===== config.mk =====
export PLATFORM = sky130hd
export DESIGN_NAME = nmea_line_checker_top
export DESIGN_NICKNAME = d
export VERILOG_FILES = /design/src/hw/rtl/nlc_pkg.sv /design/src/hw/rtl/nlc_line_state.sv /design/src/hw/rtl/nmea_line_checker_top.sv
export SDC_FILE = /design/constraint.sdc
export NUM_CORES = 1
export LEC_CHECK = 0
export BUFFER_PORTS_ARGS = -buffer_cell sky130_fd_sc_hd__buf_2
export CORE_MARGIN = 2
export CORE_UTILIZATION = 60
export DETAILED_ROUTE_END_ITERATION = 10
export PLACE_DENSITY = 0.87
export SLEW_MARGIN = 0
export SYNTH_ARGS = -nofsm -noshare
export SYNTH_HDL_FRONTEND = slang
export SYNTH_HIERARCHICAL = 1
export SYNTH_SLANG_ARGS = --single-unit

===== constraint.sdc =====
create_clock -name clock -period 4.1 [get_ports clock]
set_clock_uncertainty 0.15 [all_clocks]
set_input_delay 0.41 -clock clock [delete_from_list [all_inputs] [get_ports clock]]
set_output_delay 0.41 -clock clock [all_outputs]
set_load 0.005 [all_outputs]

===== src/hw/rtl/nlc_pkg.sv =====
package nlc_pkg;

   localparam int LineBufferBytesDefault = 128;

   localparam logic [7:0] CharDollar = 8'h24;
   localparam logic [7:0] CharHash   = 8'h23;
   localparam logic [7:0] CharStar   = 8'h2A;
   localparam logic [7:0] CharCr     = 8'h0D;
   localparam logic [7:0] CharLf     = 8'h0A;
   localparam logic [7:0] CharNul    = 8'h00;

   localparam logic [23:0] FmtGga = 24'h474741;
   localparam logic [23:0] FmtRmc = 24'h524D43;
   localparam logic [23:0] FmtThs = 24'h544853;
   localparam logic [23:0] FmtVtg = 24'h565447;

   typedef enum logic [3:0] {
      STATUS_IGNORED   = 4'd0,
      STATUS_OVERFLOW  = 4'd1,
      STATUS_BAD_SUM   = 4'd2,
      STATUS_TOO_SHORT = 4'd3,
      STATUS_OTHER     = 4'd4,
      STATUS_GGA       = 4'd5,
      STATUS_RMC       = 4'd6,
      STATUS_THS       = 4'd7,
      STATUS_VTG       = 4'd8,
      STATUS_VERSION   = 4'd9
   } nlc_status_type;

   typedef struct packed {
      nlc_status_type status;
      logic [7:0]     computed_sum;
      logic [7:0]     received_sum;
      logic [6:0]     line_length;
      logic           receiver_up;
      logic           version_seen;
   } nlc_result_type;

   // "VERSIONA", indexed from the character after '#'
   function automatic logic [7:0] version_char(input logic [2:0] idx);
      logic [7:0] c;
      case (idx)
         3'd0: c = 8'h56;
         3'd1: c = 8'h45;
         3'd2: c = 8'h52;
         3'd3: c = 8'h53;
         3'd4: c = 8'h49;
         3'd5: c = 8'h4F;
         3'd6: c = 8'h4E;
         3'd7: c = 8'h41;
         default: c = 8'h00;
      endcase
      return c;
   endfunction

   // {valid, value}
   function automatic logic [4:0] hex_digit(input logic [7:0] c);
      logic [4:0] d;
      if (c >= 8'h30 && c <= 8'h39) begin
         d = {1'b1, 4'(c - 8'h30)};
      end else if (c >= 8'h41 && c <= 8'h46) begin
         d = {1'b1, 4'(c - 8'h37)};
      end else if (c >= 8'h61 && c <= 8'h66) begin
         d = {1'b1, 4'(c - 8'h57)};
      end else begin
         d = 5'd0;
      end
      return d;
   endfunction

endpackage


===== src/hw/rtl/nlc_line_state.sv =====
module nlc_line_state
   import nlc_pkg::*;
#(
   parameter int LINE_BUFFER_BYTES = LineBufferBytesDefault
) (
   input  logic           clock,
   input  logic           reset,
   input  logic           take,
   input  logic [7:0]     rx_byte,
   output logic           line_done,
   output nlc_result_type result
);

   localparam int CW = $clog2(LINE_BUFFER_BYTES);
   localparam logic [CW-1:0] LastPos = CW'(LINE_BUFFER_BYTES - 1);

   logic [CW-1:0] char_count_ff, char_count_in;
   logic          overflowed_ff, overflowed_in;
   logic [7:0]    lead_char_ff, lead_char_in;
   logic          text_ended_ff, text_ended_in;
   logic [CW-1:0] text_length_ff, text_length_in;
   logic [7:0]    running_xor_ff, running_xor_in;
   logic          star_seen_ff, star_seen_in;
   logic [15:0]   hex_chars_ff, hex_chars_in;
   logic [1:0]    hex_count_ff, hex_count_in;
   logic [23:0]   fmt_ff, fmt_in;
   logic          version_match_ff, version_match_in;
   logic          up_flag_ff, up_flag_in;
   logic          version_flag_ff, version_flag_in;

   logic          is_term;
   logic [4:0]    d0, d1;
   logic [7:0]    hex_val;
   logic [CW-1:0] pos_m1;

   assign is_term = (rx_byte == CharCr) || (rx_byte == CharLf);
   assign d0      = hex_digit(hex_chars_ff[15:8]);
   assign d1      = hex_digit(hex_chars_ff[7:0]);
   assign pos_m1  = char_count_ff - CW'(1);

   always_comb begin
      hex_val = 8'd0;
      if (d0[4]) begin
         hex_val = d1[4] ? {d0[3:0], d1[3:0]} : {4'd0, d0[3:0]};
      end
   end

   always_comb begin
      char_count_in    = char_count_ff;
      overflowed_in    = overflowed_ff;
      lead_char_in     = lead_char_ff;
      text_ended_in    = text_ended_ff;
      text_length_in   = text_length_ff;
      running_xor_in   = running_xor_ff;
      star_seen_in     = star_seen_ff;
      hex_chars_in     = hex_chars_ff;
      hex_count_in     = hex_count_ff;
      fmt_in           = fmt_ff;
      version_match_in = version_match_ff;
      up_flag_in       = up_flag_ff;
      version_flag_in  = version_flag_ff;
      line_done        = 1'b0;

      result.status       = STATUS_IGNORED;
      result.computed_sum = 8'd0;
      result.received_sum = 8'd0;
      result.line_length  = 7'(char_count_ff);
      result.receiver_up  = up_flag_ff;
      result.version_seen = version_flag_ff;

      if (take) begin
         if (!is_term) begin
            if (char_count_ff < LastPos) begin
               char_count_in = char_count_ff + CW'(1);
               if (char_count_ff >= CW'(1) && char_count_ff <= CW'(8) &&
                   rx_byte != version_char(pos_m1[2:0])) begin
                  version_match_in = 1'b0;
               end
               if (!text_ended_ff) begin
                  if (rx_byte == CharNul) begin
                     text_ended_in = 1'b1;
                  end else begin
                     text_length_in = text_length_ff + CW'(1);
                     if (char_count_ff == '0) begin
                        lead_char_in = rx_byte;
                     end else begin
                        if (!star_seen_ff) begin
                           if (rx_byte == CharStar) begin
                              star_seen_in = 1'b1;
                           end else begin
                              running_xor_in = running_xor_ff ^ rx_byte;
                           end
                        end else if (hex_count_ff < 2'd2) begin
                           hex_chars_in = {hex_chars_ff[7:0], rx_byte};
                           hex_count_in = hex_count_ff + 2'd1;
                        end
                        if (char_count_ff >= CW'(3) && char_count_ff <= CW'(5)) begin
                           fmt_in = {fmt_ff[15:0], rx_byte};
                        end
                     end
                  end
               end
            end else begin
               overflowed_in = 1'b1;
            end
         end else begin
            line_done = (char_count_ff != '0);
            if (line_done) begin
               if (overflowed_ff) begin
                  result.status = STATUS_OVERFLOW;
               end else if (lead_char_ff == CharDollar) begin
                  result.computed_sum = running_xor_ff;
                  if (hex_count_ff == 2'd2) begin
                     result.received_sum = hex_val;
                  end
                  if (!star_seen_ff || hex_count_ff != 2'd2 || hex_val != running_xor_ff) begin
                     result.status = STATUS_BAD_SUM;
                  end else if (text_length_ff < CW'(6)) begin
                     result.status = STATUS_TOO_SHORT;
                  end else begin
                     if (fmt_ff == FmtGga) begin
                        result.status = STATUS_GGA;
                     end else if (fmt_ff == FmtRmc) begin
                        result.status = STATUS_RMC;
                     end else if (fmt_ff == FmtThs) begin
                        result.status = STATUS_THS;
                     end else if (fmt_ff == FmtVtg) begin
                        result.status = STATUS_VTG;
                     end else begin
                        result.status = STATUS_OTHER;
                     end
                     if (result.status != STATUS_OTHER) begin
                        up_flag_in = 1'b1;
                     end
                  end
               end else if (lead_char_ff == CharHash) begin
                  if (version_match_ff && text_length_ff >= CW'(9)) begin
                     result.status   = STATUS_VERSION;
                     up_flag_in      = 1'b1;
                     version_flag_in = 1'b1;
                  end
               end
            end
            result.receiver_up  = up_flag_in;
            result.version_seen = version_flag_in;

            // every terminator starts a fresh line
            char_count_in    = '0;
            overflowed_in    = 1'b0;
            lead_char_in     = 8'd0;
            text_ended_in    = 1'b0;
            text_length_in   = '0;
            running_xor_in   = 8'd0;
            star_seen_in     = 1'b0;
            hex_chars_in     = 16'd0;
            hex_count_in     = 2'd0;
            fmt_in           = 24'd0;
            version_match_in = 1'b1;
         end
      end
   end

   always_ff @(posedge clock) begin
      if (reset) begin
         char_count_ff    <= '0;
         overflowed_ff    <= 1'b0;
         lead_char_ff     <= 8'd0;
         text_ended_ff    <= 1'b0;
         text_length_ff   <= '0;
         running_xor_ff   <= 8'd0;
         star_seen_ff     <= 1'b0;
         hex_chars_ff     <= 16'd0;
         hex_count_ff     <= 2'd0;
         fmt_ff           <= 24'd0;
         version_match_ff <= 1'b1;
         up_flag_ff       <= 1'b0;
         version_flag_ff  <= 1'b0;
      end else begin
         char_count_ff    <= char_count_in;
         overflowed_ff    <= overflowed_in;
         lead_char_ff     <= lead_char_in;
         text_ended_ff    <= text_ended_in;
         text_length_ff   <= text_length_in;
         running_xor_ff   <= running_xor_in;
         star_seen_ff     <= star_seen_in;
         hex_chars_ff     <= hex_chars_in;
         hex_count_ff     <= hex_count_in;
         fmt_ff           <= fmt_in;
         version_match_ff <= version_match_in;
         up_flag_ff       <= up_flag_in;
         version_flag_ff  <= version_flag_in;
      end
   end

endmodule


===== src/hw/rtl/nmea_line_checker_top.sv =====
// NMEA line checker: takes one received byte per transaction and gives one status
// transaction for each non-empty line ended by CR or LF. '$' lines are checked
// against their two-digit hex checksum and sorted by sentence type; a line starting
// with "#VERSIONA" raises version_seen. Lines longer than LINE_BUFFER_BYTES-1
// characters report overflow. Unless stalled, a byte is taken every cycle: it is
// registered, processed in a single pass against the line state, and the status
// lands in an output register, so throughput is one byte per clock while unstalled.
// Backpressure on the status side stalls the input only while a finished status is
// still waiting to be taken.
module nmea_line_checker_top
   import nlc_pkg::*;
#(
   parameter int LINE_BUFFER_BYTES = LineBufferBytesDefault
) (
   input  logic       clock,
   input  logic       reset,
   input  logic       req_valid,
   output logic       req_ready,
   input  logic [7:0] req_rx_byte,
   output logic       rsp_valid,
   input  logic       rsp_ready,
   output logic [3:0] rsp_line_status,
   output logic [7:0] rsp_computed_sum,
   output logic [7:0] rsp_received_sum,
   output logic [6:0] rsp_line_length,
   output logic       rsp_receiver_up,
   output logic       rsp_version_seen
);

   logic           byte_valid_ff, byte_valid_in;
   logic [7:0]     byte_ff;
   logic           rsp_valid_ff, rsp_valid_in;
   nlc_result_type rsp_ff;
   nlc_result_type line_result;
   logic           line_done;
   logic           stage_go;
   logic           req_fire;

   assign stage_go  = byte_valid_ff && !(rsp_valid_ff && !rsp_ready);
   assign req_ready = !byte_valid_ff || stage_go;
   assign req_fire  = req_valid && req_ready;

   assign byte_valid_in = req_fire || (byte_valid_ff && !stage_go);
   assign rsp_valid_in  = (stage_go && line_done) || (rsp_valid_ff && !rsp_ready);

   nlc_line_state #(
      .LINE_BUFFER_BYTES(LINE_BUFFER_BYTES)
   ) u_line_state (
      .clock    (clock),
      .reset    (reset),
      .take     (stage_go),
      .rx_byte  (byte_ff),
      .line_done(line_done),
      .result   (line_result)
   );

   always_ff @(posedge clock) begin
      if (reset) begin
         byte_valid_ff <= 1'b0;
         rsp_valid_ff  <= 1'b0;
      end else begin
         byte_valid_ff <= byte_valid_in;
         rsp_valid_ff  <= rsp_valid_in;
      end
   end

   always_ff @(posedge clock) begin
      if (req_fire) begin
         byte_ff <= req_rx_byte;
      end
      if (stage_go && line_done) begin
         rsp_ff <= line_result;
      end
   end

   assign rsp_valid        = rsp_valid_ff;
   assign rsp_line_status  = rsp_ff.status;
   assign rsp_computed_sum = rsp_ff.computed_sum;
   assign rsp_received_sum = rsp_ff.received_sum;
   assign rsp_line_length  = rsp_ff.line_length;
   assign rsp_receiver_up  = rsp_ff.receiver_up;
   assign rsp_version_seen = rsp_ff.version_seen;

endmodule

==> results of run 1 <==
report_power, final:
part / internal [mW] / switching (mW)
sequential: 1.21 / 0.0318
combinational: 0.0431 / 0.0623
clock: 0.872 / 0.519
what timing repair did:
action / in CTS / in global routing
setup buffers: 0 / 0
hold buffers: 9 / 0
endpoints found under the hold margin: 9 / 0
worst max-delay path: cells and delay by family, from the launching register on:
family | cells | cell delay (ns)
flops | 1 | 0.42
simple gates | 4 | 1.36
xor+xnor | 1 | 0.19
compound gates | 3 | 0.71
buf+inv | 1 | 0.10
fa+ha+maj | 1 | 0.22
through the flow:
stage	worst slack, ns	total power [mW]	util [%]
2_1_floorplan	0.7090	1.324	-
3_3_place_gp	0.9176	1.352	64.61
3_5_place_dp	0.7728	1.356	64.61
4_1_cts	0.7346	2.735	71.76
5_1_grt	0.5454	2.810	71.76
6_report	0.6899	2.736	71.76
final cells by class:
type                            instances  area (um^2)  share of cell area [%]
Clock buffer                           18        427.9                   6.516
Multi-Input combinational cell        460         2758                   41.99
Tap cell                              111        138.9                   2.115
Timing Repair Buffer                   57        345.3                   5.258
Inverter                               13        48.80                  0.7430
Clock inverter                         14        136.4                   2.077
Sequential cell                       117         2713                   41.30
worst paths after layout:
path,startpoint,endpoint,slack (ns)
setup reg to reg,u_line_state/hex_chars_ff[1]$_SDFFE_PP0P_,rsp_line_status[1]$_DFFE_PP_,0.69
hold / removal,rsp_ready,byte_valid_ff$_SDFF_PP0_,0.06
setup / recovery,u_line_state/hex_chars_ff[1]$_SDFFE_PP0P_,rsp_line_status[1]$_DFFE_PP_,0.69
hold reg to reg,u_line_state/fmt_ff[23]$_SDFFE_PP0P_,u_line_state/fmt_ff[23]$_SDFFE_PP0P_,0.31
Yosys cell counts (all sizes together), types with 3 or more instances:
library cell	instances
nand2	87
nand4b	3
nand4	10
or2	3
nor4b	6
and2	13
xnor2	9
clkbuf	26
a211oi	3
buf	4
nand4bb	3
ha	14
nor3	18
mux2i	3
o21a	4
and3	8
dfxtp	80
o31ai	4
o2111ai	3
and4	3
inv	13
o21bai	5
edfxtp	37
or3b	3
a22oi	6
xor2	17
nand2b	8
nor3b	8
nor4	3
nor2	57
o21ai	14
a21oi	69
a21o	4
nor2b	5
nand3	41
cell families after synthesis:
group / share of synthesized area (%)
multiplexers: 0.5331
buffers and inverters: 3.043
AND/OR/NAND/NOR: 27.32
AO/OA/AOI/OAI: 13.79
XOR/XNOR: 4.043
flip-flops: 48.16
adder cells (fa/ha/maj): 3.110
metal layers:
| metal | wire, um | GRT usage, % | part of all wire [%] | up-vias |
|---|---|---|---|---|
| met5 | 0 | 0 | 0 | - |
| met4 | 289 | 10.40 | 2.2 | 0 |
| met3 | 871 | 6.449 | 6.6 | 35 |
| met2 | 6541 | 44.92 | 49 | 228 |
| met1 | 5569 | 34.62 | 42 | 2242 |
| li1 | - | - | - | 2300 |
sequential cells by signal, indices dropped and copies added, names as in the netlist, 2 cells and up:
| name | count |
|---|---|
| u_line_state/fmt_ff | 24 |
| u_line_state/hex_chars_ff | 16 |
| byte_ff | 8 |
| rsp_computed_sum | 8 |
| rsp_received_sum | 8 |
| u_line_state/lead_char_ff | 8 |
| u_line_state/running_xor_ff | 8 |
| rsp_line_length | 7 |
| u_line_state/char_count_ff | 7 |
| u_line_state/text_length_ff | 7 |
| rsp_line_status | 4 |
| u_line_state/hex_count_ff | 2 |
==> metrics.txt, run 1 <==
IO Pins between 40 and 50; Setup-failing EPs final 0; Final ANT Viol Nets 0; clock-pin slew on the worst setup and hold paths 0.06 ns; Inst Count DP approximately 750; H-tree depth 4; Synth area leader dfxtp_1; DRC viols 0; Yosys cell types 67; sequential area share after synthesis roughly half; WHS 0.05569 ns; PD cells 416.7 nW/um^2; starting density of the core 61.54%; global-route wire length before repair between 20 and 25 mm; FF-to-FF path depth 10; crit path DAT approximately 3.5 ns; Fmax between 200 and 300 MHz; CP Launch Type flip-flop; Final period util about 83%; mapped cell area 5633 um^2; synth top area cells dfxtp_1, edfxtp_1, a21oi_1; clock sinks ~120; Post-synth EDFFs 37; final cell count without fillers slightly below 800; final hold vios 0; 1st-pass router iterations 5; antenna cells 0; largest net degree at the start of global routing 61; most common cell after layout, fill and taps aside nand2_1; global route overflow 0; post-synth top area share 28.43%; number of gates resized after CTS 0; FP Rows 35; most frequent cells in the layout nand2_1, dfxtp_1, a21oi_1; Pins Over Slew Limit 0; layout cell share with drive strength beyond 1 14.14%; vias a little under 5k; Die Wd 100.9 um; fillers 612; worst path cell trace inv_1, ha_1, or3b_2, nand4b_1, and2_1, a211oi_1, xor2_1, a2111o_1, or3b_4, o21a_1; Slew @ Worst Pin 0.8694 ns; worst-path maximum fanout 10; final WL between 10 and 15 mm; area grow syn2layout 16.59%; die height ~100 um; port bufs 42; root buf cell clkbuf_8; Avg WL per Cell 16.80 um; nets around 700; max cap viols 0; Hold/Removal Path Class in -> reg; vias per cell approximately 6; Ys Warns 6; initial antenna violation count 0; final worst path period need 3.410 ns; Synth Area per Inst 9.085 um^2; post-synthesis register bit count 117; Core Area just over 9000 um^2; Synth Flop Type dfxtp_1; placement-stage cell area 5913 um^2; Post-Syn Nets 646; Starting DRT DRC Count 381; P_leak 2.327 nW; critical path's largest stage delay 0.46 ns; Setup crit end kind flip-flop; RSZ-0062 raised after global routing no; relative slew slack 42.04%; Async SR Flop Fraction 0%; Global Route Usage Sum 27.18%; total CTS buffers 17; status complete, no violations; critical path type reg -> reg; clk_lat worst skew a little over 0.5 ns; CTS tree done; slowest CP cell or3b_2; die area 10,180 um^2; dpl hpwl between 8 and 9 mm; gp weighted congestion about 0.90; clock tree buffer depth 2; cell area after layout 6568 um^2; critical path required time 4.21 ns; Min-Delay Path Depth 3; TNS Setup 0 ns; peak supply drop 218.8 uV; Syn Inst Count 620; vias in the first global route about 4.4k
Power figures use the tool's default switching activity.
==> run 2, diff against run 1 <==
==> constraint.sdc (replaced) <==
create_clock -name clock -period 3.35 [get_ports clock]
set_clock_uncertainty 0.15 [all_clocks]
set_input_delay 0.335 -clock clock [delete_from_list [all_inputs] [get_ports clock]]
set_output_delay 0.335 -clock clock [all_outputs]
set_load 0.005 [all_outputs]
==> metrics.txt, run 2 (synthesis results as in run 1) <==
root buf cell clkbuf_8; total CTS buffers 17; Pins Over Slew Limit 0; port bufs 42; clk_lat worst skew 0.52 ns; CP delay by family, top simple AND/OR/NAND/NOR gates; Flop pwr share 43.2%; layout cell share with drive strength beyond 1 about 16%; vias per cell 6.103; P_leak 2.407 nW; final worst path period need between 3 and 4 ns; P_sw about 0.76 mW; TNS Setup 0 ns; peak supply drop 341.4 uV; met3 GRT Util a little under 5%; relative slew slack between 50 and 60%; reg-to-reg setup timing slack 0.09 ns; biggest regs u_line_state/fmt_ff x24, u_line_state/hex_chars_ff x16; DRC viols 0; final hold vios 0; Core Area around 9000 um^2; Avg WL per Cell 16.98 um; logic gate share of total power 4.1%; vias 4,876; gp weighted congestion 0.8538; cell mode on critical path or3b_4; grt met1 use 35.69%; slowest CP cell or3b_4; IO Pins 43; Hold/Removal Path Class in -> reg; starting density of the core between 60% and 70%; Switching Fraction 21.70%; final WL 13.57 mm; antenna cells 0; FP Rows 35; Post-CTS Setup Repair Bufs 0; Largest register FFs 24; clock tree buffer depth 2; CTS tree done; initial antenna violation count 0; Most flops, register u_line_state/fmt_ff; area grow syn2layout 19.21%; critical path's largest stage delay 0.43 ns; CP Launch Type flip-flop; Die Wd 100.9 um; most common cell after layout, fill and taps aside nand2_1; Final ANT Viol Nets 0; most frequent cells in the layout nand2_1, dfxtp_1, a21oi_1; RSZ-0062 raised after global routing no; cell internal pwr 2.739 mW; max cap viols 0; nets roughly 700; global route overflow 0; die area 10,180 um^2; Setup-failing EPs final 0; PD cells roughly 520 nW/um^2; Fmax 306.7 MHz; clock-pin slew on the worst setup and hold paths 0.06 ns; largest net degree at the start of global routing 61; Clock Power Share approximately 53%; critical path required time 3.47 ns; Setup crit end kind flip-flop; Final period util 97.32%; Buf/Inv on CP 1; crit path DAT 3.38 ns; die height 100.9 um; worst path cell trace inv_1, ha_1, or3b_4, and3_2, nor3_2, o2111ai_1, o311a_1, a2111o_1, or3b_4, o21a_1; critical path type reg -> reg; Total Power roughly 3.5 mW; Slew @ Worst Pin around 0.7 ns; Global Route Usage Sum between 20% and 30%; grt peak-use layer met2; worst-path maximum fanout 7; global-route wire length before repair between 20 and 25 mm; Util after Layout 73.37%; 1st-pass router iterations 5; H-tree depth 4; status complete, no violations; M2 GR Usage 46.51%; clock sinks 117; Starting DRT DRC Count 479; vias in the first global route 4,588; dpl hpwl 8.617 mm
run 2: changes by cell type in the layout (fill, tap and decap cells not counted), sizes merged:
cell / change
bufinv: +2
clkinv: -1
dlygate4sd3: +2
buf: +7
clkinvlp: -2
inv: +1
run 2: cell type report:
cell class | count | area, um^2
flip-flops and latches | 117 | 2715
inverters | 13 | 48.80
well taps | 111 | 138.9
fillers | 608 | 2437
multi-input cells | 460 | 2779
repair buffers | 66 | 430.4
clock buffers | 18 | 417.9
clock inverters | 14 | 185.2
run 2: per-layer routing:
| layer | vias to the layer above | part of all wire [%] |
|---|---|---|
| li1 | 2323 | - |
| met4 | 0 | 2.8 |
| met1 | 2286 | 42 |
| met5 | - | 0 |
| met2 | 228 | 49 |
| met3 | 39 | 7.0 |
run 2: path summary, 6_finish.rpt:
check / start / end / cells past startpoint
min: reset / u_line_state/char_count_ff[0]$_SDFFE_PP0P_ / 4
min reg2reg: u_line_state/fmt_ff[22]$_SDFFE_PP0P_ / u_line_state/fmt_ff[22]$_SDFFE_PP0P_ / 2
max: u_line_state/hex_chars_ff[8]$_SDFFE_PP0P_ / rsp_line_status[1]$_DFFE_PP_ / 10
max reg2reg: u_line_state/hex_chars_ff[8]$_SDFFE_PP0P_ / rsp_line_status[1]$_DFFE_PP_ / 10
run 2: metrics by stage:
stage / setup slack (ns) / std cells / hold WS [ns] / instance area (um^2)
2_1_floorplan: 0.3050 / 620 / 0.2474 / 5635
3_3_place_gp: 0.1553 / 756 / 0.2854 / 5978
3_5_place_dp: 0.04337 / 756 / 0.2979 / 5978
4_1_cts: 0.001947 / 799 / 0.2195 / 6691
5_1_grt: 0.01885 / 799 / 0.2513 / 6715
6_report: 0.08980 / 799 / 0.2277 / 6715
run 2: power groups by stage:
stage | Clock [mW] | Sequential (mW) | Combinational [mW]
detailed placement | 0 | 1.54 | 0.128
global placement | 0 | 1.54 | 0.123
CTS | 1.85 | 1.51 | 0.140
floorplan | 0 | 1.52 | 0.0984
global route | 1.93 | 1.51 | 0.157
finish | 1.84 | 1.51 | 0.144
run 2: repair_timing:
item | 4_1_cts | 5_1_grt
hold buffers | 11 | 0
hold endpoints to repair | 10 | 0
gates resized for setup | 0 | 9
endpoints found under the setup margin | 0 | 5
run 2: worst reg2reg max path: stages, from the launching register on:
cell       delay (ns)
dfxtp_1          0.38
inv_1            0.11
ha_1             0.20
or3b_4           0.40
and3_2           0.26
nor3_2           0.19
o2111ai_1        0.12
o311a_1          0.15
a2111o_1         0.42
or3b_4           0.43
o21a_1           0.19
